**src/hw/rtl/msd_pkg.sv**
```systemverilog
// shared types, constants and defaults for the job dispatcher
package msd_pkg;

  localparam int MAX_SERVERS_DEF = 8;
  localparam int QUEUE_DEPTH_DEF = 256;

  localparam int CFG_AW   = 3;
  localparam int CFG_DW   = 32;
  localparam int CFG_REGW = 4;

  // register index taken from paddr[2]
  localparam logic REG_ACTIVE_SERVERS = 1'b0;
  localparam logic [CFG_REGW-1:0] ACTIVE_SERVERS_RST = 4'd8;

  localparam logic CMD_ENQUEUE = 1'b0;
  localparam logic CMD_TICK    = 1'b1;

  typedef enum logic [1:0] {
    ST_IDLE,
    ST_VISIT,
    ST_EMIT
  } state_t;

  typedef struct packed {
    logic        command;
    logic [15:0] job_id;
    logic [7:0]  job_weight;
    logic [7:0]  job_quantity;
  } in_req_t;

  typedef struct packed {
    logic [2:0]  server_index;
    logic        server_busy;
    logic [15:0] served_job;
    logic [15:0] time_left;
    logic        all_idle;
    logic        overflow_seen;
    logic        last_of_tick;
  } out_rsp_t;

  // one waiting job in the queue
  typedef struct packed {
    logic [15:0] id;
    logic [15:0] ticks;
  } entry_t;

  // one server: its job, remaining time and what it reported this tick
  typedef struct packed {
    logic [15:0] job;
    logic [15:0] ticks;
    logic        rep_busy;
    logic [15:0] rep_ticks;
  } cell_t;

  typedef struct packed {
    logic en;
    logic pop_ok;
  } visit_ctl_t;

endpackage

```
**src/hw/rtl/msd_cell.sv**
```systemverilog
// one server cell of the rotating ring
module msd_cell (
  input  logic           clk,
  input  logic           rst_n,
  input  logic           shift_en,
  input  msd_pkg::cell_t d_in,
  output msd_pkg::cell_t q_out
);

  msd_pkg::cell_t cell_r;

  always_ff @(posedge clk) begin
    if (!rst_n) begin
      cell_r <= '0;
    end else if (shift_en) begin
      cell_r <= d_in;
    end
  end

  assign q_out = cell_r;

endmodule

```
**config.mk**
```make
export PLATFORM = sky130hd
export DESIGN_NAME = msd_cell
export DESIGN_NICKNAME = d
export VERILOG_FILES = /design/src/hw/rtl/msd_pkg.sv /design/src/hw/rtl/msd_cell.sv
export SDC_FILE = /design/constraint.sdc
export NUM_CORES = 1
export LEC_CHECK = 0
export ABC_AREA = 1
export ABC_CLOCK_PERIOD_IN_PS = 2400
export BUFFER_PORTS_ARGS = -buffer_cell sky130_fd_sc_hd__buf_4
export CAP_MARGIN = 20
export CELL_PAD_IN_SITES_DETAIL_PLACEMENT = 1
export CELL_PAD_IN_SITES_GLOBAL_PLACEMENT = 1
export CORE_MARGIN = 5
export CORE_UTILIZATION = 32
export CTS_CLUSTER_SIZE = 25
export DETAILED_ROUTE_END_ITERATION = 12
export HOLD_SLACK_MARGIN = 0.1
export PLACE_DENSITY = 0.87
export RECOVER_POWER = 50
export SYNTH_ARGS = -nofsm -noshare
export SYNTH_HDL_FRONTEND = slang
export SYNTH_SLANG_ARGS = --single-unit
```
**constraint.sdc**
```tcl
create_clock -name clk -period 2.4 [get_ports clk]
set_clock_uncertainty 0.1 [all_clocks]
set_input_delay 0.24 -clock clk [delete_from_list [all_inputs] [get_ports clk]]
set_output_delay 0.24 -clock clk [all_outputs]
set_load 0.01 [all_outputs]
```
==> summary.txt, run 1 <==
Worst setup path
  – Crit path max fanout: slightly below 100
  – Critical path class: primary input to flop
  – CP max-delay cell: buf_4
  – Top cell by count, worst path: nand2_1
  – Worst R2R Setup Slack: 1.70 ns
  – Buf/Inv on CP: 1
  – CP max stage delay: about 0.65 ns
  – Crit. End Element: flop
  – Kind of cell adding the most delay to the critical path: buffers and inverters
  – Worst reg2reg path depth: 2
  – Startpoint Class: primary input
  – Reg-to-Reg Start: q_out[16]
  – Req. time, crit path: roughly 2.5 ns
  – Reg-to-reg critical path endpoint: q_out[16]
  – CP cell instances: buf_4 > nand2_1 > nand2_1 > nor2_1
  – Crit path DAT: 1.25 ns

Timing
  – Setup TNS: 0 ns
  – Endpoints failing setup: 0
  – Slew Limit Fails: 0
  – Hold Fails Final Rpt: 0
  – RSZ-0062 raised after global routing: false
  – Relative slew slack: 40.68%
  – Final worst path period need: between 1 and 1.5 ns
  – Final period util: between 40% and 50%
  – Highest clock rate: roughly 860 MHz
  – Actual slew at the worst max-slew pin: ~0.9 ns

Route
  – Antenna-violating nets left: 0
  – DRC Markers: 0
  – Met2 routed WL: about 2.5 mm
  – Vias: between 1500 and 2000
  – Via density: slightly above 4
  – Routed len/inst: 11.16 um
  – DR WL met3: 576 um
  – Max Used Layer: met4
  – Drt first pass iters: 2
  – Met1 Wirelength: 2.218 mm
  – Wirelength, routed: approximately 5.3 mm
  – Initial DRC count: slightly above 50

Yosys
  – Register area share after synthesis: 48.91%
  – Synth Instances: 310
  – Netlist cell types: 8
  – Mean Syn Cell Area: between 6 and 7 um^2
  – Post-synth top area share: 48.91%
  – Number of synthesized flops with an enable pin: 0
  – Synth cell count leaders: nand2_1 (98), nor2_1 (98), dfxtp_1 (49), inv_1 (49), buf_2 (9)
  – Area leader, netlist: dfxtp_1
  – Main synth FF type: dfxtp_1
  – Async set-reset flop share out of synthesis: 0%
  – Yosys warns: 0
  – Syn_nets: between 300 and 400
  – Synth area leaders: dfxtp_1 (49%), nand2_1 (18%), nor2_1 (18%), inv_1 (9.2%), buf_2 (2.2%)
  – Cell Area, Synth: 0.002006 mm^2
  – Seq cells post-synth: 49

Hold path
  – Min-delay src: d_in[24]
  – Hold Path Stages: 5
  – Hold WC Path Type: primary input to flop
  – Hold endpoint: q_out[24]

Clock tree
  – Clk sinks: 49
  – H-tree levels: 2
  – Reg clk slew, reported paths: about 0.090 ns
  – Clk buf depth: 2
  – Num CTS Buffers: 5
  – PostCTS Resize Cnt: 0
  – Setup Buffers After CTS: 0
  – Root Driver: clkbuf_8
  – Clk Latency, worst-skew pair: around 0.28 ns
  – CTS tree: built
  – Hold_buf cts: 0

Global routing
  – Grt ovf: 0
  – Largest net degree at the start of global routing: 99
  – GRT Util Overall: 13.86%
  – First-pass GRT wire length: slightly below 9 mm
  – Vias in the first global route: approximately 2000
  – Initial antenna violation count: 0

Final layout
  – FF/Latch Area: roughly 980 um^2
  – P&R area growth vs syn: 32.19%
  – # diodes: 0
  – Share of cells above drive strength 1: between 10 and 15%
  – Number of fill cells in the layout: between 800 and 900
  – Nets: roughly 450
  – Multi-input logic area: 735.7 um^2
  – Max FFs per register: between 40 and 50

Die
  – Initial Utilization: between 30% and 40%
  – Die X: 89.17 um
  – Std cell rows: 28
  – Core ar.: around 0.006 mm^2
  – Die H: between 80 and 90 um
  – Die Area: between 0.007 and 0.008 mm^2
  – # IOs: 101

Status
  – Outcome: finished, final reports clean

Placement
  – Gpl congestion: ~0.70
  – I/O Buffers: 100
  – DP HPWL: 4.019 mm

Pwr
  – Lkg Pwr: roughly 1.5 nW
  – Power Density: 624.1 mW/mm^2
  – Worst vdd rail ir drop: between 300 and 400 uV
  – Overall power after layout: ~1.7 mW

Flow run
  – Max-cap violations: 0
==> worst min-delay path: stages <==
cell,delay (ns)
buf_4,0.07
inv_1,0.03
nand2_1,0.04
nand2_1,0.04
nor2_1,0.07
==> worst max-delay path by stage <==
stage | start | end | slack [ns] | cells after the start
detailed placement | shift_en | q_out[16] | 0.94 | 4
global route | shift_en | q_out[22] | 1.13 | 4
floorplan | shift_en | q_out[27] | 1.43 | 5
finish | shift_en | q_out[41] | 1.24 | 4
CTS | shift_en | q_out[16] | 1.25 | 4
global placement | shift_en | q_out[4] | 0.99 | 4
==> kinds of logic (layout without fill, tap and decap cells) <==
kind of cell  count (synthesis)  in the layout  share of synthesized area, %
simple gates                196            196                         36.68
flops                        49             49                         48.91
buf+inv                      65            156                         14.41
==> cell usage in the layout, fill, tap and decap left out <==
cell type / instances
nor2_1: 98
clkbuf_8: 6
clkbuf_1: 49
dfxtp_1: 49
inv_1: 49
nand2_1: 98
buf_4: 52
==> area by class of cell <==
class	count	share of cell area [%]
tap	75	3.539
sequential	49	37.00
timing repair buffer	100	21.52
multi-input combinational	196	27.75
inverter	49	6.937
clock buffer	7	3.256
==> where the power goes <==
group | internal (mW) | total (mW) | switching [mW]
Sequential | 0.870 | 0.900 | 0.0299
Combinational | 0.123 | 0.279 | 0.155
Clock | 0.229 | 0.476 | 0.247
==> layer usage <==
layer	vias up	GRT usage, %
met1	844	15.79
li1	1049	-
met5	-	0
met4	0	3.248
met3	5	5.714
met2	67	24.18
==> per-stage QoR <==
stage          utilization (%)  worst slack [ns]  std cells  area (um^2)  hold slack (ns)
2_1_floorplan                -             1.430        310         2006           0.3282
3_5_place_dp             45.82            0.9377        469         2745           0.3671
3_3_place_gp             45.82            0.9916        469         2745           0.3588
6_report                 44.26             1.240        476         2651           0.1338
5_1_grt                  44.26             1.134        476         2651           0.1422
4_1_cts                  47.26             1.248        476         2831           0.1270
Power figures use the tool's default switching activity.
==> run 2, diff against run 1 <==
--- a/config.mk
+++ b/config.mk
@@ -6,17 +6,17 @@
 export NUM_CORES = 1
 export LEC_CHECK = 0
 export ABC_AREA = 1
-export ABC_CLOCK_PERIOD_IN_PS = 2400
+export ABC_CLOCK_PERIOD_IN_PS = 1100
 export BUFFER_PORTS_ARGS = -buffer_cell sky130_fd_sc_hd__buf_4
 export CAP_MARGIN = 20
 export CELL_PAD_IN_SITES_DETAIL_PLACEMENT = 1
 export CELL_PAD_IN_SITES_GLOBAL_PLACEMENT = 1
 export CORE_MARGIN = 5
-export CORE_UTILIZATION = 32
+export CORE_UTILIZATION = 30
 export CTS_CLUSTER_SIZE = 25
 export DETAILED_ROUTE_END_ITERATION = 12
 export HOLD_SLACK_MARGIN = 0.1
-export PLACE_DENSITY = 0.87
+export PLACE_DENSITY = 0.83
 export RECOVER_POWER = 50
 export SYNTH_ARGS = -nofsm -noshare
 export SYNTH_HDL_FRONTEND = slang
==> constraint.sdc (replaced) <==
create_clock -name clk -period 1.1 [get_ports clk]
set_clock_uncertainty 0.1 [all_clocks]
set_input_delay 0.11 -clock clk [delete_from_list [all_inputs] [get_ports clk]]
set_output_delay 0.11 -clock clk [all_outputs]
set_load 0.01 [all_outputs]
==> run 2 against run 1 <==
Via count up 18%. First-iteration DRC count down 5.9%. Combinational power rose to 3.6 times the previous value. Largest cell class is now buffers.
==> summary.txt, run 2 (synthesized netlist as in run 1, its figures left out) <==
Route
  – DRC Markers: 0 (unchanged)
  – Routed len/inst: 13.95 um (+25%)
  – Initial DRC count: 48 (-5.9%)
  – Drt first pass iters: 4 (+2)
  – Vias: 2319 (+18%)
  – Antenna-violating nets left: 0 (unchanged)
  – Via density: 4.294 (+4.0%)
  – Wirelength, routed: 7.535 mm (+42%)

Placement
  – Gpl congestion: 0.6976 (-0.13%)
  – I/O Buffers: 100 (unchanged)
  – DP HPWL: 4.209 mm (+4.7%)

Status
  – Outcome: finished, final reports clean

Timing
  – Actual slew at the worst max-slew pin: 0.2521 ns (-0.6376 ns)
  – Final worst path period need: 1.013 ns
  – RSZ-0062 raised after global routing: false
  – Endpoints failing setup: 0 (unchanged)
  – Setup TNS: 0 ns (unchanged)
  – Final period util: just over 90%
  – Hold Fails Final Rpt: 0 (unchanged)
  – Highest clock rate: around 1000 MHz
  – Slew Limit Fails: 0 (unchanged)
  – Relative slew slack: 83.19% (+43 points)

Final layout
  – Share of cells above drive strength 1: 28.73% (+14 points)
  – P&R area growth vs syn: 81.47%
  – Max FFs per register: 49 (unchanged)
  – Most frequent cells in the layout: nand2_1 (98), nor2_1 (85), buf_4 (51)
  – Number of fill cells in the layout: 795 (-1.0%)
  – # diodes: 0 (unchanged)
  – Commonest non-fill, non-tap cell in the layout: nand2_1
  – Nets: 514 (+13%)

Worst setup path
  – Crit. End Element: primary output
  – Worst R2R Setup Slack: 0.38 ns (-1.32 ns)
  – Critical path class: flop to primary output
  – Worst path depth: 1 (-3)
  – Buf/Inv on CP: 1 (unchanged)
  – Kind of cell adding the most delay to the critical path: flip-flops
  – Crit path max fanout: 2 (-98%)
  – Req. time, crit path: 0.89 ns (-1.60 ns)
  – CP max stage delay: 0.37 ns (-0.28 ns)
  – CP max-delay cell: dfxtp_1
  – Startpoint Class: flop
  – Worst reg2reg path depth: 2 (unchanged)
  – Crit path DAT: 0.80 ns (-0.45 ns)
  – CP cell instances: buf_4
  – Reg-to-reg critical path endpoint: q_out[15]
  – Reg-to-Reg Start: q_out[15]

Global routing
  – GRT Util Overall: 16.20% (+2.3 points)
  – First-pass GRT wire length: 11.10 mm (+27%)
  – Grt ovf: 0 (unchanged)
  – Initial antenna violation count: 0 (unchanged)
  – Vias in the first global route: 2387 (+18%)
  – Largest net degree at the start of global routing: 39 (-61%)

Clock tree
  – Hold_buf cts: 50 (+50)
  – Setup Buffers After CTS: 0 (unchanged)
  – Reg clk slew, reported paths: 0.08 ns (about the same)
  – Clk buf depth: 2 (unchanged)
  – Clk sinks: 49 (unchanged)
  – Num CTS Buffers: 5 (unchanged)
  – H-tree levels: 2 (unchanged)
  – Clk Latency, worst-skew pair: 0.29 ns (about the same)
  – Root Driver: clkbuf_8
  – CTS tree: built

Pwr
  – Overall power after layout: 4.117 mW (+150%)
  – Worst vdd rail ir drop: 466.1 uV (+43%)
  – Power Density: 1131 mW/mm^2 (+81%)
  – Lkg Pwr: 2.004 nW (+36%)

Die
  – Die Area: 0.008421 mm^2 (+5.9%)
  – Die H: 91.77 um (+2.9%)
  – # IOs: 101 (unchanged)
  – Core ar.: 0.006422 mm^2 (+7.2%)
  – Std cell rows: 29 (+3.6%)
  – Initial Utilization: 31.23% (-2.3 points)
  – Die X: 91.77 um (+2.9%)

Flow run
  – Max-cap violations: 0 (unchanged)

Hold path
  – Hold WC Path Type: primary input to flop
  – Min-delay src: rst_n
  – Hold endpoint: q_out[6]
  – Hold Path Stages: 3 (-2)
==> run 2: power breakdown <==
part / switching (mW) / internal (mW)
sequential: 0.0756 / 1.90
clock: 0.580 / 0.569
combinational: 0.431 / 0.562
==> run 2: layer usage <==
layer / GRT usage, % / wire (um)
met1: 17.05 / 2990
met2: 31.89 / 3976
met3: 4.664 / 509
met4: 2.970 / 58
met5: 0 / 0
==> run 2: final cells by class <==
class,count,area [um^2],area share (%)
inverters,49,183.9,5.053
well taps,77,96.34,2.647
repair buffers,161,1503,41.29
multi-input cells,196,773.2,21.24
clock buffers,7,96.34,2.647
flip-flops and latches,49,982.2,26.99
clock inverters,1,5.005,0.1375
==> run 2: how the worst max path moves through the flow <==
stage	from	end	slack (ns)
finish	q_out[10]	q_out[10]	0.09
global route	q_out[36]	q_out[36]	0.04
CTS	shift_en	q_out[36]	0.02
detailed placement	rst_n	q_out[18]	0.23
global placement	rst_n	q_out[35]	0.26
floorplan	shift_en	q_out[27]	0.26
==> run 2: what timing repair did <==
action	in CTS	in global routing
setup endpoints to repair	0	40
resized for setup	0	20
endpoints found under the hold margin	49	14
==> run 2: per-stage QoR <==
stage / utilization [%] / std cells / hold WS [ns] / area (um^2) / setup slack (ns)
after CTS: 53.71 / 534 / 0.05792 / 3450 / 0.01934
after detailed placement: 44.34 / 476 / 0.3092 / 2848 / 0.2293
after floorplan: - / 310 / 0.1982 / 2006 / 0.2603
after global routing: 56.67 / 540 / 0.05634 / 3640 / 0.03875
after global placement: 44.34 / 476 / 0.2921 / 2848 / 0.2566
final: 56.67 / 540 / 0.07144 / 3640 / 0.08683
