==> src/hw/rtl/msd_pkg.sv <==
// shared types, constants and defaults for the job dispatcher
package msd_pkg;

  localparam int MAX_SERVERS_DEF = 8;
  localparam int QUEUE_DEPTH_DEF = 256;

  localparam int CFG_AW   = 3;
  localparam int CFG_DW   = 32;
  localparam int CFG_REGW = 4;

  // register index taken from paddr[2]
  localparam logic REG_ACTIVE_SERVERS = 1'b0;
  localparam logic [CFG_REGW-1:0] ACTIVE_SERVERS_RST = 4'd8;

  localparam logic CMD_ENQUEUE = 1'b0;
  localparam logic CMD_TICK    = 1'b1;

  typedef enum logic [1:0] {
    ST_IDLE,
    ST_VISIT,
    ST_EMIT
  } state_t;

  typedef struct packed {
    logic        command;
    logic [15:0] job_id;
    logic [7:0]  job_weight;
    logic [7:0]  job_quantity;
  } in_req_t;

  typedef struct packed {
    logic [2:0]  server_index;
    logic        server_busy;
    logic [15:0] served_job;
    logic [15:0] time_left;
    logic        all_idle;
    logic        overflow_seen;
    logic        last_of_tick;
  } out_rsp_t;

  // one waiting job in the queue
  typedef struct packed {
    logic [15:0] id;
    logic [15:0] ticks;
  } entry_t;

  // one server: its job, remaining time and what it reported this tick
  typedef struct packed {
    logic [15:0] job;
    logic [15:0] ticks;
    logic        rep_busy;
    logic [15:0] rep_ticks;
  } cell_t;

  typedef struct packed {
    logic en;
    logic pop_ok;
  } visit_ctl_t;

endpackage

==> src/hw/rtl/msd_visit.sv <==
// service step applied to the server passing the ring wrap point
module msd_visit (
  input  msd_pkg::visit_ctl_t ctl,
  input  msd_pkg::entry_t     head,
  input  msd_pkg::cell_t      cur,
  output msd_pkg::cell_t      nxt,
  output logic                take
);

  logic [15:0] job_w;
  logic [15:0] ticks_w;
  logic        busy_w;

  always_comb begin
    take    = ctl.en && (cur.ticks == 16'd0) && ctl.pop_ok;
    job_w   = take ? head.id : cur.job;
    ticks_w = take ? head.ticks : cur.ticks;
    busy_w  = take || (cur.ticks != 16'd0);
    nxt     = cur;
    if (ctl.en) begin
      nxt.job       = job_w;
      nxt.rep_busy  = busy_w;
      nxt.rep_ticks = busy_w ? ticks_w : 16'd0;
      // zero-length jobs stay at zero
      nxt.ticks     = (ticks_w != 16'd0) ? ticks_w - 16'd1 : ticks_w;
    end
  end

endmodule

==> config.mk <==
export PLATFORM = sky130hd
export DESIGN_NAME = msd_visit
export DESIGN_NICKNAME = d
export VERILOG_FILES = /design/src/hw/rtl/msd_pkg.sv /design/src/hw/rtl/msd_visit.sv
export SDC_FILE = /design/constraint.sdc
export NUM_CORES = 1
export LEC_CHECK = 0
export ABC_AREA = 1
export BUFFER_PORTS_ARGS = -buffer_cell sky130_fd_sc_hd__buf_2
export CAP_MARGIN = 0
export CORE_MARGIN = 3
export CORE_UTILIZATION = 44
export DETAILED_ROUTE_END_ITERATION = 10
export PLACE_DENSITY = 0.92
export SLEW_MARGIN = 20
export SYNTH_ARGS = -nofsm -noshare
export SYNTH_HDL_FRONTEND = slang
export SYNTH_SLANG_ARGS = --single-unit
==> constraint.sdc <==
create_clock -name vclk -period 3.8
set_input_delay 0.57 -clock vclk [all_inputs]
set_output_delay 0.57 -clock vclk [all_outputs]
set_load 0.01 [all_outputs]
==> run summary, run 1 <==
CRITICAL PATH
----------------------------------------------------------------------------------------
Data required time at the worst endpoint ..................................      3.23 ns
Data arrival at the endpoint of the critical path .........................      2.80 ns
Critical Path End Type ....................................................   output pin
Cells along the critical path ............................................. buf_2, nor2_2, nand2_2, nor2_8, nand4_1, nand2_1, ha_1, nand2_1, nor2_2, nand2_1, nor2_2, nand3_2, nand3_1, nand2_1, buf_2
CP max stage cell ......................................................... sky130_fd_sc_hd__nor2_8
Bufs and invs on worst path ...............................................            2
Critical path startpoint category ......................................... primary input
Kind of critical path ..................................................... primary input to output pin
Max Fanout on Critical Path ...............................................           19
Kind of cell with the highest combined delay on the critical path ......... simple AND/OR/NAND/NOR gates
Most used cell, CP ........................................................ sky130_fd_sc_hd__nand2_1
Biggest cell delay along the critical path ................................      0.25 ns

CELLS AND AREA
----------------------------------------------------------------------------------------
Total of clock buffers placed in the layout ...............................            0
FF+latch area .............................................................       0 um^2
Final-stage net count .....................................................          543
Leading cell type in the layout, fill and taps excluded ................... sky130_fd_sc_hd__nand2_1
Commonest cells after routing, fill and taps aside ........................ 156 x sky130_fd_sc_hd__nand2_1, 133 x sky130_fd_sc_hd__buf_2, 30 x sky130_fd_sc_hd__inv_1
Area growth from synthesis to layout ......................................        41.9%
Share of post-route cells with drive strength above 1 .....................        0.359
Final sequential cell count ...............................................            0
Diodes inserted ...........................................................            0

FLOORPLAN
----------------------------------------------------------------------------------------
Number of I/O pins ........................................................          133
Overall die area ..........................................................    4330 um^2
Core box area .............................................................    3390 um^2
Initial cell density of the core ..........................................        0.465
Die height ................................................................      65.8 um
Die outline width .........................................................      65.8 um
Row Count .................................................................           21

TIMING
----------------------------------------------------------------------------------------
Accumulated negative setup slack ..........................................         0 ns
Normalized max-slew margin ................................................        0.710
Shortest period the worst path allows .....................................      3.37 ns
Unrepaired setup endpoints after global routing ...........................           no
Transition time of the tightest slew-check pin ............................     0.433 ns
Number of hold violations in the final report .............................            0
Count of final setup violators ............................................            0
Period utilisation layout .................................................        0.888
Smallest hold slack .......................................................      1.41 ns
Number of max-slew violations in the final report .........................            0
Maximum achievable frequency ..............................................      296 MHz

SYNTHESIS
----------------------------------------------------------------------------------------
Area of the mapped netlist ................................................    1580 um^2
Area share of the largest cell type after synthesis .......................        0.372
Mapped Avg Cell Area ......................................................    4.70 um^2
Yosys warns ...............................................................            0
Post-Syn Nets .............................................................          419
Cells after Synth .........................................................          335
Cell types occupying the most area after synthesis ........................ sky130_fd_sc_hd__nand2_1 37%, sky130_fd_sc_hd__nand3_1 9.2%, sky130_fd_sc_hd__o21ai_0 7.3%
Sequential area share after synthesis .....................................            0
Netlist cell types ........................................................           27
Synth area leader ......................................................... sky130_fd_sc_hd__nand2_1

POWER AND IR DROP
----------------------------------------------------------------------------------------
Part of the power in the clock network ....................................            0
Combinational fraction of design power ....................................        1.000
Design internal power .....................................................    0.0886 mW
Sequential Power Share ....................................................            0
Peak supply drop ..........................................................      46.9 uV
Sw Share ..................................................................        0.573
PwrDens ................................................................... 92.9 nW/um^2
Total net switching power .................................................     0.119 mW
Static Leakage ............................................................      1.41 nW

DRT
----------------------------------------------------------------------------------------
Routed vias/inst ..........................................................         5.00
Routed wirelength normalized by instance count ............................      10.9 um
Count of nets left with antenna violations after detail routing ...........            0
Initial drt markers .......................................................          196
Number of search-and-repair iterations in the first detailed-routing pass .            4
WL final ..................................................................      5500 um
DRC violations left .......................................................            0
Total vias in the final route .............................................         2517

GLOBAL ROUTING
----------------------------------------------------------------------------------------
Leftover overflow at the end of global routing ............................            0
Met1 Track Usage GR .......................................................        0.311
Met2 track demand over resource in global routing .........................        0.429
Antenna violations before repair ..........................................            0
Aggregate global-route resource usage .....................................        0.242
First-pass GRT wire length ................................................      8720 um
Pin count of the biggest net entering global routing ......................           27
Most congested layer reported by global routing ...........................         met2
M3 GR Usage ...............................................................       0.0272
Via count of the first global-routing pass ................................         2143

JOB
----------------------------------------------------------------------------------------
Max-capacitance violation count ...........................................            0

CTS
----------------------------------------------------------------------------------------
Setup fix buffers added after clock tree synthesis ........................            0
Hold Buf Count CTS ........................................................            0
Number of instances resized during post-cts repair ........................            0

WORST HOLD PATH
----------------------------------------------------------------------------------------
Hold/Removal Path Class ................................................... primary input to output pin

STATUS
----------------------------------------------------------------------------------------
Status .................................................................... complete, no violations

PLACE
----------------------------------------------------------------------------------------
Global placer's final weighted congestion .................................        0.884
Total of buffers placed on input and output ports .........................          133
Post-DP HPWL ..............................................................      4650 um

## power groups by stage
stage | logic (mW) | clock network [mW] | registers (mW)
finish | 0.208 | 0 | 0
global route | 0.234 | 0 | 0
global placement | 0.205 | 0 | 0
floorplan | 0.111 | 0 | 0
CTS | 0.207 | 0 | 0
detailed placement | 0.207 | 0 | 0
## logic make-up (layout without fill, tap and decap cells)
group	count (synthesis)	count (layout)	synth area share
xor gates and xnor gates	6	6	0.0334
and+or+nand+nor	250	250	0.712
buffers and inverters	49	171	0.140
AOI/OAI and AO/OA	29	29	0.107
adders and majority gates	1	1	0.00794
## cell usage after synthesis, drive strengths merged
cell,instances
a21oi,1
buf,8
clkbuf,7
clkinv,1
ha,1
inv,33
nand2,162
nand3,32
nand4,18
nor2,38
o21ai,26
o21bai,2
xnor2,1
xor2,5
## final timing paths
| check | slack (ns) | depth (start not counted) | endpoint | start |
|---|---|---|---|---|
| hold / removal | 1.41 | 4 | nxt[39] | head[22] |
| setup / recovery | 0.43 | 15 | nxt[32] | cur[26] |
## layout make-up
cell class / instances / area, um^2
Fill cell: 361 / 1150
Inverter: 34 / 128
Multi-Input combinational cell: 286 / 1360
Tap cell: 46 / 57.6
Timing Repair Buffer: 137 / 696
## metal layers
metal	vias to the layer above	wire [um]
li1	1305	-
met1	1072	2270
met2	130	2510
met3	10	612
met4	0	106
met5	-	0
## through the flow
step	total power [mW]	std cells	utilization	area (um^2)	setup WS, ns
2_1_floorplan	0.111	335	-	1580	0.963
3_3_place_gp	0.205	503	0.660	2240	0.529
3_5_place_dp	0.207	503	0.660	2240	0.447
4_1_cts	0.207	503	0.660	2240	0.443
5_1_grt	0.234	503	0.660	2240	0.167
6_report	0.208	503	0.660	2240	0.427
(Power assumes the default switching activity.)
==> run 2, diff against run 1 <==
--- a/config.mk
+++ b/config.mk
@@ -5,11 +5,10 @@
 export SDC_FILE = /design/constraint.sdc
 export NUM_CORES = 1
 export LEC_CHECK = 0
-export ABC_AREA = 1
 export BUFFER_PORTS_ARGS = -buffer_cell sky130_fd_sc_hd__buf_2
-export CAP_MARGIN = 0
+export CAP_MARGIN = 20
 export CORE_MARGIN = 3
-export CORE_UTILIZATION = 44
+export CORE_UTILIZATION = 42
 export DETAILED_ROUTE_END_ITERATION = 10
 export PLACE_DENSITY = 0.92
 export SLEW_MARGIN = 20
==> run 2 against run 1 <==
- the run now ends with setup timing left
- sequential cell count unchanged
- maximum frequency is 12% lower
- hold slack got worse by 0.0042 ns
- largest power group unchanged
- critical path depth shrank 5
- utilization is 10 points higher
- cell count fell by 13%
- via count up 0.72%
- synthesized area is 9.0% lower
- routed wire length increased by 24%
- design area up 7.7%
- critical path type unchanged
- total power is 0.14% lower
- combinational power hardly changed
==> run summary, run 2 <==
GLOBAL ROUTING
----------------------------------------------------------------------------------------
Aggregate global-route resource usage .....................................        0.286
First-pass GRT wire length ................................................     10000 um
Via count of the first global-routing pass ................................         2253
Leftover overflow at the end of global routing ............................            0
Pin count of the biggest net entering global routing ......................           50
Antenna violations before repair ..........................................            0

WORST HOLD PATH
----------------------------------------------------------------------------------------
Hold/Removal Path Class ................................................... primary input to output pin

TIMING
----------------------------------------------------------------------------------------
Shortest period the worst path allows .....................................      3.85 ns
Maximum achievable frequency ..............................................      260 MHz
Number of hold violations in the final report .............................            0
Count of final setup violators ............................................            3
Accumulated negative setup slack ..........................................    -0.100 ns
Unrepaired setup endpoints after global routing ...........................          yes
Transition time of the tightest slew-check pin ............................     0.690 ns
Smallest hold slack .......................................................      1.41 ns
Period utilisation layout .................................................         1.01
Worst path setup slack after routing ......................................   -0.0474 ns
Normalized max-slew margin ................................................        0.534
Number of max-slew violations in the final report .........................            0

CELLS AND AREA
----------------------------------------------------------------------------------------
Share of post-route cells with drive strength above 1 .....................        0.484
Finished Core Util ........................................................        0.764
Diodes inserted ...........................................................            0
Final sequential cell count ...............................................            0
FF+latch area .............................................................       0 um^2
Area growth from synthesis to layout ......................................        68.0%
Total of clock buffers placed in the layout ...............................            0
Final-stage net count .....................................................          481
Commonest cells after routing, fill and taps aside ........................ 130 x sky130_fd_sc_hd__buf_2, 68 x sky130_fd_sc_hd__nand2_1, 29 x sky130_fd_sc_hd__a21oi_1
Leading cell type in the layout, fill and taps excluded ................... sky130_fd_sc_hd__buf_2

DRT
----------------------------------------------------------------------------------------
WL final ..................................................................      6840 um
Count of nets left with antenna violations after detail routing ...........            0
Total vias in the final route .............................................         2535
Routed wirelength normalized by instance count ............................      15.6 um
Number of search-and-repair iterations in the first detailed-routing pass .            5
Routed vias/inst ..........................................................         5.77
DRC violations left .......................................................            0
Initial drt markers .......................................................          293

SYNTHESIS
----------------------------------------------------------------------------------------
Area share of the largest cell type after synthesis .......................        0.178
Cells after Synth .........................................................          250
Cell types with the highest counts after synthesis ........................ 68 x sky130_fd_sc_hd__nand2_1, 31 x sky130_fd_sc_hd__a21oi_1, 27 x sky130_fd_sc_hd__nor2_1
Netlist cell types ........................................................           54
Area of the mapped netlist ................................................    1430 um^2
Post-Syn Nets .............................................................          334
Yosys warns ...............................................................            0
Cell types occupying the most area after synthesis ........................ sky130_fd_sc_hd__nand2_1 18%, sky130_fd_sc_hd__a21oi_1 11%, sky130_fd_sc_hd__nor2_1 7.1%
Mapped Avg Cell Area ......................................................    5.74 um^2
Synth area leader ......................................................... sky130_fd_sc_hd__nand2_1
Most instantiated library cell after synthesis ............................ sky130_fd_sc_hd__nand2_1
Sequential area share after synthesis .....................................            0

CRITICAL PATH
----------------------------------------------------------------------------------------
Kind of critical path ..................................................... primary input to output pin
Data arrival at the endpoint of the critical path .........................      3.28 ns
Data required time at the worst endpoint ..................................      3.23 ns
Critical Path End Type ....................................................   output pin
Critical path startpoint category ......................................... primary input
Max Fanout on Critical Path ...............................................            6

PLACE
----------------------------------------------------------------------------------------
Total of buffers placed on input and output ports .........................          133
Post-DP HPWL ..............................................................      4900 um
Global placer's final weighted congestion .................................        0.927

POWER AND IR DROP
----------------------------------------------------------------------------------------
Peak supply drop ..........................................................      61.3 uV
Combinational fraction of design power ....................................        1.000
Power after layout ........................................................     0.207 mW
Total net switching power .................................................     0.111 mW
Sequential Power Share ....................................................            0
PwrDens ................................................................... 86.1 nW/um^2
Sw Share ..................................................................        0.538
Design internal power .....................................................    0.0959 mW
Static Leakage ............................................................      1.26 nW
Part of the power in the clock network ....................................            0

FLOORPLAN
----------------------------------------------------------------------------------------
Row Count .................................................................           20
Initial cell density of the core ..........................................        0.455
Overall die area ..........................................................    4150 um^2
Die outline width .........................................................      64.4 um
Core box area .............................................................    3150 um^2
Number of I/O pins ........................................................          133
Die height ................................................................      64.4 um

STATUS
----------------------------------------------------------------------------------------
Status .................................................................... finished, violations left
Failing checks ............................................................ setup timing

JOB
----------------------------------------------------------------------------------------
Max-capacitance violation count ...........................................            0

-- run 2: per-stage QoR --
| stage | setup slack [ns] | area, um^2 | std cells |
|---|---|---|---|
| 3_5_place_dp | -0.0345 | 2290 | 432 |
| 6_report | -0.0474 | 2410 | 439 |
| 5_1_grt | -0.210 | 2410 | 439 |
| 2_1_floorplan | -0.121 | 1520 | 250 |
| 3_3_place_gp | 0.0448 | 2290 | 432 |
| 4_1_cts | 0.00394 | 2310 | 432 |
-- run 2: path summary, 6_finish.rpt --
kind	startpoint	end	slack, ns	cells after the start
worst min-delay path	cur[38]	nxt[38]	1.41	4
worst max-delay path	cur[24]	nxt[26]	-0.05	10
-- run 2: area by class of cell --
cell class / instances / area, um^2
fill: 261 / 744
timing repair buffer: 159 / 892
inverter: 11 / 41.3
tap: 44 / 55.1
multi-input combinational: 225 / 1420
-- run 2: power groups by stage --
stage / clock (mW) / combinational, mW / sequential [mW]
floorplan: 0 / 0.0879 / 0
global placement: 0 / 0.190 / 0
detailed placement: 0 / 0.195 / 0
CTS: 0 / 0.197 / 0
global route: 0 / 0.227 / 0
finish: 0 / 0.207 / 0
-- run 2: metal layers --
| metal | global-route usage | vias up | wire length, um |
|---|---|---|---|
| li1 | - | 1197 | - |
| met1 | 0.378 | 1123 | 2550 |
| met2 | 0.479 | 182 | 3350 |
| met3 | 0.0347 | 33 | 730 |
| met4 | 0.0976 | 0 | 213 |
| met5 | 0 | - | 0 |
-- run 2: critical path, cell delays in order --
cell	delay [ns]
sky130_fd_sc_hd__buf_2	0.11
sky130_fd_sc_hd__buf_4	0.15
sky130_fd_sc_hd__or3_1	0.41
sky130_fd_sc_hd__or3_1	0.42
sky130_fd_sc_hd__o41ai_1	0.67
sky130_fd_sc_hd__nor3_1	0.27
sky130_fd_sc_hd__nand4_1	0.24
sky130_fd_sc_hd__o22ai_2	0.12
sky130_fd_sc_hd__a31oi_2	0.16
sky130_fd_sc_hd__buf_2	0.15
-- run 2: cell families after synthesis --
logic type | after synthesis | synth area share
AO/OA/AOI/OAI | 76 | 0.358
XOR/XNOR | 1 | 0.00611
adder cells (fa/ha/maj) | 1 | 0.00872
buffers and inverters | 25 | 0.0785
multiplexers | 9 | 0.0646
AND/OR/NAND/NOR | 138 | 0.484
-- run 2: what timing repair did --
item / 4_1_cts / 5_1_grt
setup endpoints to repair: 2 / 11
buffers inserted: 0 / 7
pin swaps: 1 / 15
gates resized for setup: 3 / 9
hold buffers: 0 / 0
==> run 3, diff against run 2 <==
--- a/config.mk
+++ b/config.mk
@@ -5,12 +5,12 @@
 export SDC_FILE = /design/constraint.sdc
 export NUM_CORES = 1
 export LEC_CHECK = 0
-export BUFFER_PORTS_ARGS = -buffer_cell sky130_fd_sc_hd__buf_2
+export BUFFER_PORTS_ARGS = -buffer_cell sky130_fd_sc_hd__buf_4
 export CAP_MARGIN = 20
 export CORE_MARGIN = 3
-export CORE_UTILIZATION = 42
+export CORE_UTILIZATION = 39
 export DETAILED_ROUTE_END_ITERATION = 10
-export PLACE_DENSITY = 0.92
+export PLACE_DENSITY = 0.86
 export SLEW_MARGIN = 20
 export SYNTH_ARGS = -nofsm -noshare
 export SYNTH_HDL_FRONTEND = slang
==> constraint.sdc (replaced) <==
create_clock -name vclk -period 4.3
set_input_delay 0.645 -clock vclk [all_inputs]
set_output_delay 0.645 -clock vclk [all_outputs]
set_load 0.01 [all_outputs]
==> run 3 against run 2 <==
- the run now ends clean
- critical path depth up 4
- die area up 7.0%
- count of clock-buffer cells in the layout unchanged
- routed wire length down 12%
- sequential cell count unchanged
- global-route usage down 3.2 points
- first-iteration DRC count down 37%
- sequential share of layout area unchanged
- via count down 6.7%
- largest power group unchanged
==> run summary, run 3 (synthesized netlist as in run 2, its figures left out) <==
TIMING
----------------------------------------------------------------------------------------
Transition time of the tightest slew-check pin ............................     0.681 ns
Count of final setup violators ............................................            0
Number of max-slew violations in the final report .........................            0
Normalized max-slew margin ................................................        0.543
Maximum achievable frequency ..............................................      243 MHz
Smallest hold slack .......................................................      1.55 ns
Period utilisation layout .................................................        0.957
Unrepaired setup endpoints after global routing ...........................           no
Number of hold violations in the final report .............................            0
Accumulated negative setup slack ..........................................         0 ns
Worst path setup slack after routing ......................................     0.185 ns
Shortest period the worst path allows .....................................      4.12 ns

GLOBAL ROUTING
----------------------------------------------------------------------------------------
Met2 track demand over resource in global routing .........................        0.407
Aggregate global-route resource usage .....................................        0.254
Via count of the first global-routing pass ................................         2011
Leftover overflow at the end of global routing ............................            0
First-pass GRT wire length ................................................      9270 um
M3 GR Usage ...............................................................       0.0270
Pin count of the biggest net entering global routing ......................           50
Met1 Track Usage GR .......................................................        0.365
Antenna violations before repair ..........................................            0
Most congested layer reported by global routing ...........................         met2

DRT
----------------------------------------------------------------------------------------
Count of nets left with antenna violations after detail routing ...........            0
Number of search-and-repair iterations in the first detailed-routing pass .            4
WL final ..................................................................      6040 um
Routed wirelength normalized by instance count ............................      14.3 um
Total vias in the final route .............................................         2364
Initial drt markers .......................................................          184
DRC violations left .......................................................            0
Routed vias/inst ..........................................................         5.59

STATUS
----------------------------------------------------------------------------------------
Status .................................................................... complete, no violations

FLOORPLAN
----------------------------------------------------------------------------------------
Overall die area ..........................................................    4440 um^2
Initial cell density of the core ..........................................        0.417
Die height ................................................................      66.6 um
Row Count .................................................................           21
Core box area .............................................................    3440 um^2
Number of I/O pins ........................................................          133
Die outline width .........................................................      66.6 um

CELLS AND AREA
----------------------------------------------------------------------------------------
Area growth from synthesis to layout ......................................        75.6%
Final-stage net count .....................................................          463
Final design area excluding fillers .......................................    2520 um^2
Filler Cells Inserted .....................................................          300
Leading cell type in the layout, fill and taps excluded ................... sky130_fd_sc_hd__buf_4
FF+latch area .............................................................       0 um^2
Finished Core Util ........................................................        0.731
Share of post-route cells with drive strength above 1 .....................        0.432
Diodes inserted ...........................................................            0
Commonest cells after routing, fill and taps aside ........................ 141 x sky130_fd_sc_hd__buf_4, 68 x sky130_fd_sc_hd__nand2_1, 30 x sky130_fd_sc_hd__a21oi_1
Multi-input logic area ....................................................    1360 um^2
Total of clock buffers placed in the layout ...............................            0
Final sequential cell count ...............................................            0

CRITICAL PATH
----------------------------------------------------------------------------------------
Cells along the critical path ............................................. buf_4, or4_1, or3_4, nor2_2, a21oi_1, ha_1, nand2b_1, nor4_2, o31ai_4, or3_4, nand3_4, o21a_1, nor3_2, buf_4
Critical path startpoint category ......................................... primary input
CP max stage cell ......................................................... sky130_fd_sc_hd__or4_1
Critical Path End .........................................................      nxt[32]
Max Fanout on Critical Path ...............................................            7
Biggest cell delay along the critical path ................................      0.58 ns
Critical Path End Type ....................................................   output pin
Data required time at the worst endpoint ..................................      3.65 ns
Critical path launch point ................................................      cur[24]
Data arrival at the endpoint of the critical path .........................      3.47 ns
Kind of critical path ..................................................... primary input to output pin

CTS
----------------------------------------------------------------------------------------
Number of instances resized during post-cts repair ........................            0
Setup fix buffers added after clock tree synthesis ........................            0
Hold Buf Count CTS ........................................................            0

WORST HOLD PATH
----------------------------------------------------------------------------------------
Beginning of the worst hold path ..........................................      cur[43]
Hold/Removal Path Class ................................................... primary input to output pin

POWER AND IR DROP
----------------------------------------------------------------------------------------
Peak supply drop ..........................................................      48.6 uV
Static Leakage ............................................................      1.26 nW
PwrDens ................................................................... 81.6 nW/um^2

PLACE
----------------------------------------------------------------------------------------
Pre-CTS setup slack .......................................................     0.159 ns
Total of buffers placed on input and output ports .........................          133
Post-DP HPWL ..............................................................      4950 um
Global placer's final weighted congestion .................................        0.925
Total placed instance area ................................................    2490 um^2

JOB
----------------------------------------------------------------------------------------
Max-capacitance violation count ...........................................            0

[run 3: changes by cell type in the layout (fill, tap and decap cells not counted), sizes merged]
cell / before / now
buf: 159 / 141
[run 3: layout make-up]
cell class | count | share of cell area
tap | 46 | 0.0229
inverter | 11 | 0.0164
timing repair buffer | 141 | 0.420
multi-input combinational | 225 | 0.540
[run 3: where the power goes]
| group | total, mW | internal [mW] | switching [mW] | leakage [nW] |
|---|---|---|---|---|
| logic | 0.205 | 0.112 | 0.0930 | 1.26 |
| registers | 0 | 0 | 0 | 0 |
| clock network | 0 | 0 | 0 | 0 |
[run 3: metrics by stage]
step                total power [mW]  cells
floorplan                     0.0750    250
global placement               0.200    423
detailed placement             0.202    423
CTS                            0.203    423
global route                   0.222    423
finish                         0.205    423
[run 3: layer usage]
| layer | share of wire | vias to the layer above | wire (um) |
|---|---|---|---|
| met5 | 0 | - | 0 |
| met4 | 0.013 | 0 | 80 |
| met3 | 0.10 | 13 | 602 |
| met2 | 0.47 | 146 | 2850 |
| met1 | 0.41 | 1041 | 2500 |
| li1 | - | 1164 | - |
[run 3: worst min-delay path by stage]
stage	to	slack (ns)	cells after the start
floorplan	nxt[33]	1.40	2
global placement	nxt[38]	1.55	4
detailed placement	nxt[46]	1.56	4
CTS	nxt[46]	1.56	4
global route	nxt[44]	1.58	4
finish	nxt[43]	1.55	4
[run 3: worst max-delay path: cells and delay by family]
family / cells / cell delay (ns)
adder cells (fa/ha/maj): 1 / 0.20
buffers and inverters: 2 / 0.28
AO/OA/AOI/OAI: 3 / 0.46
AND/OR/NAND/NOR: 8 / 1.88
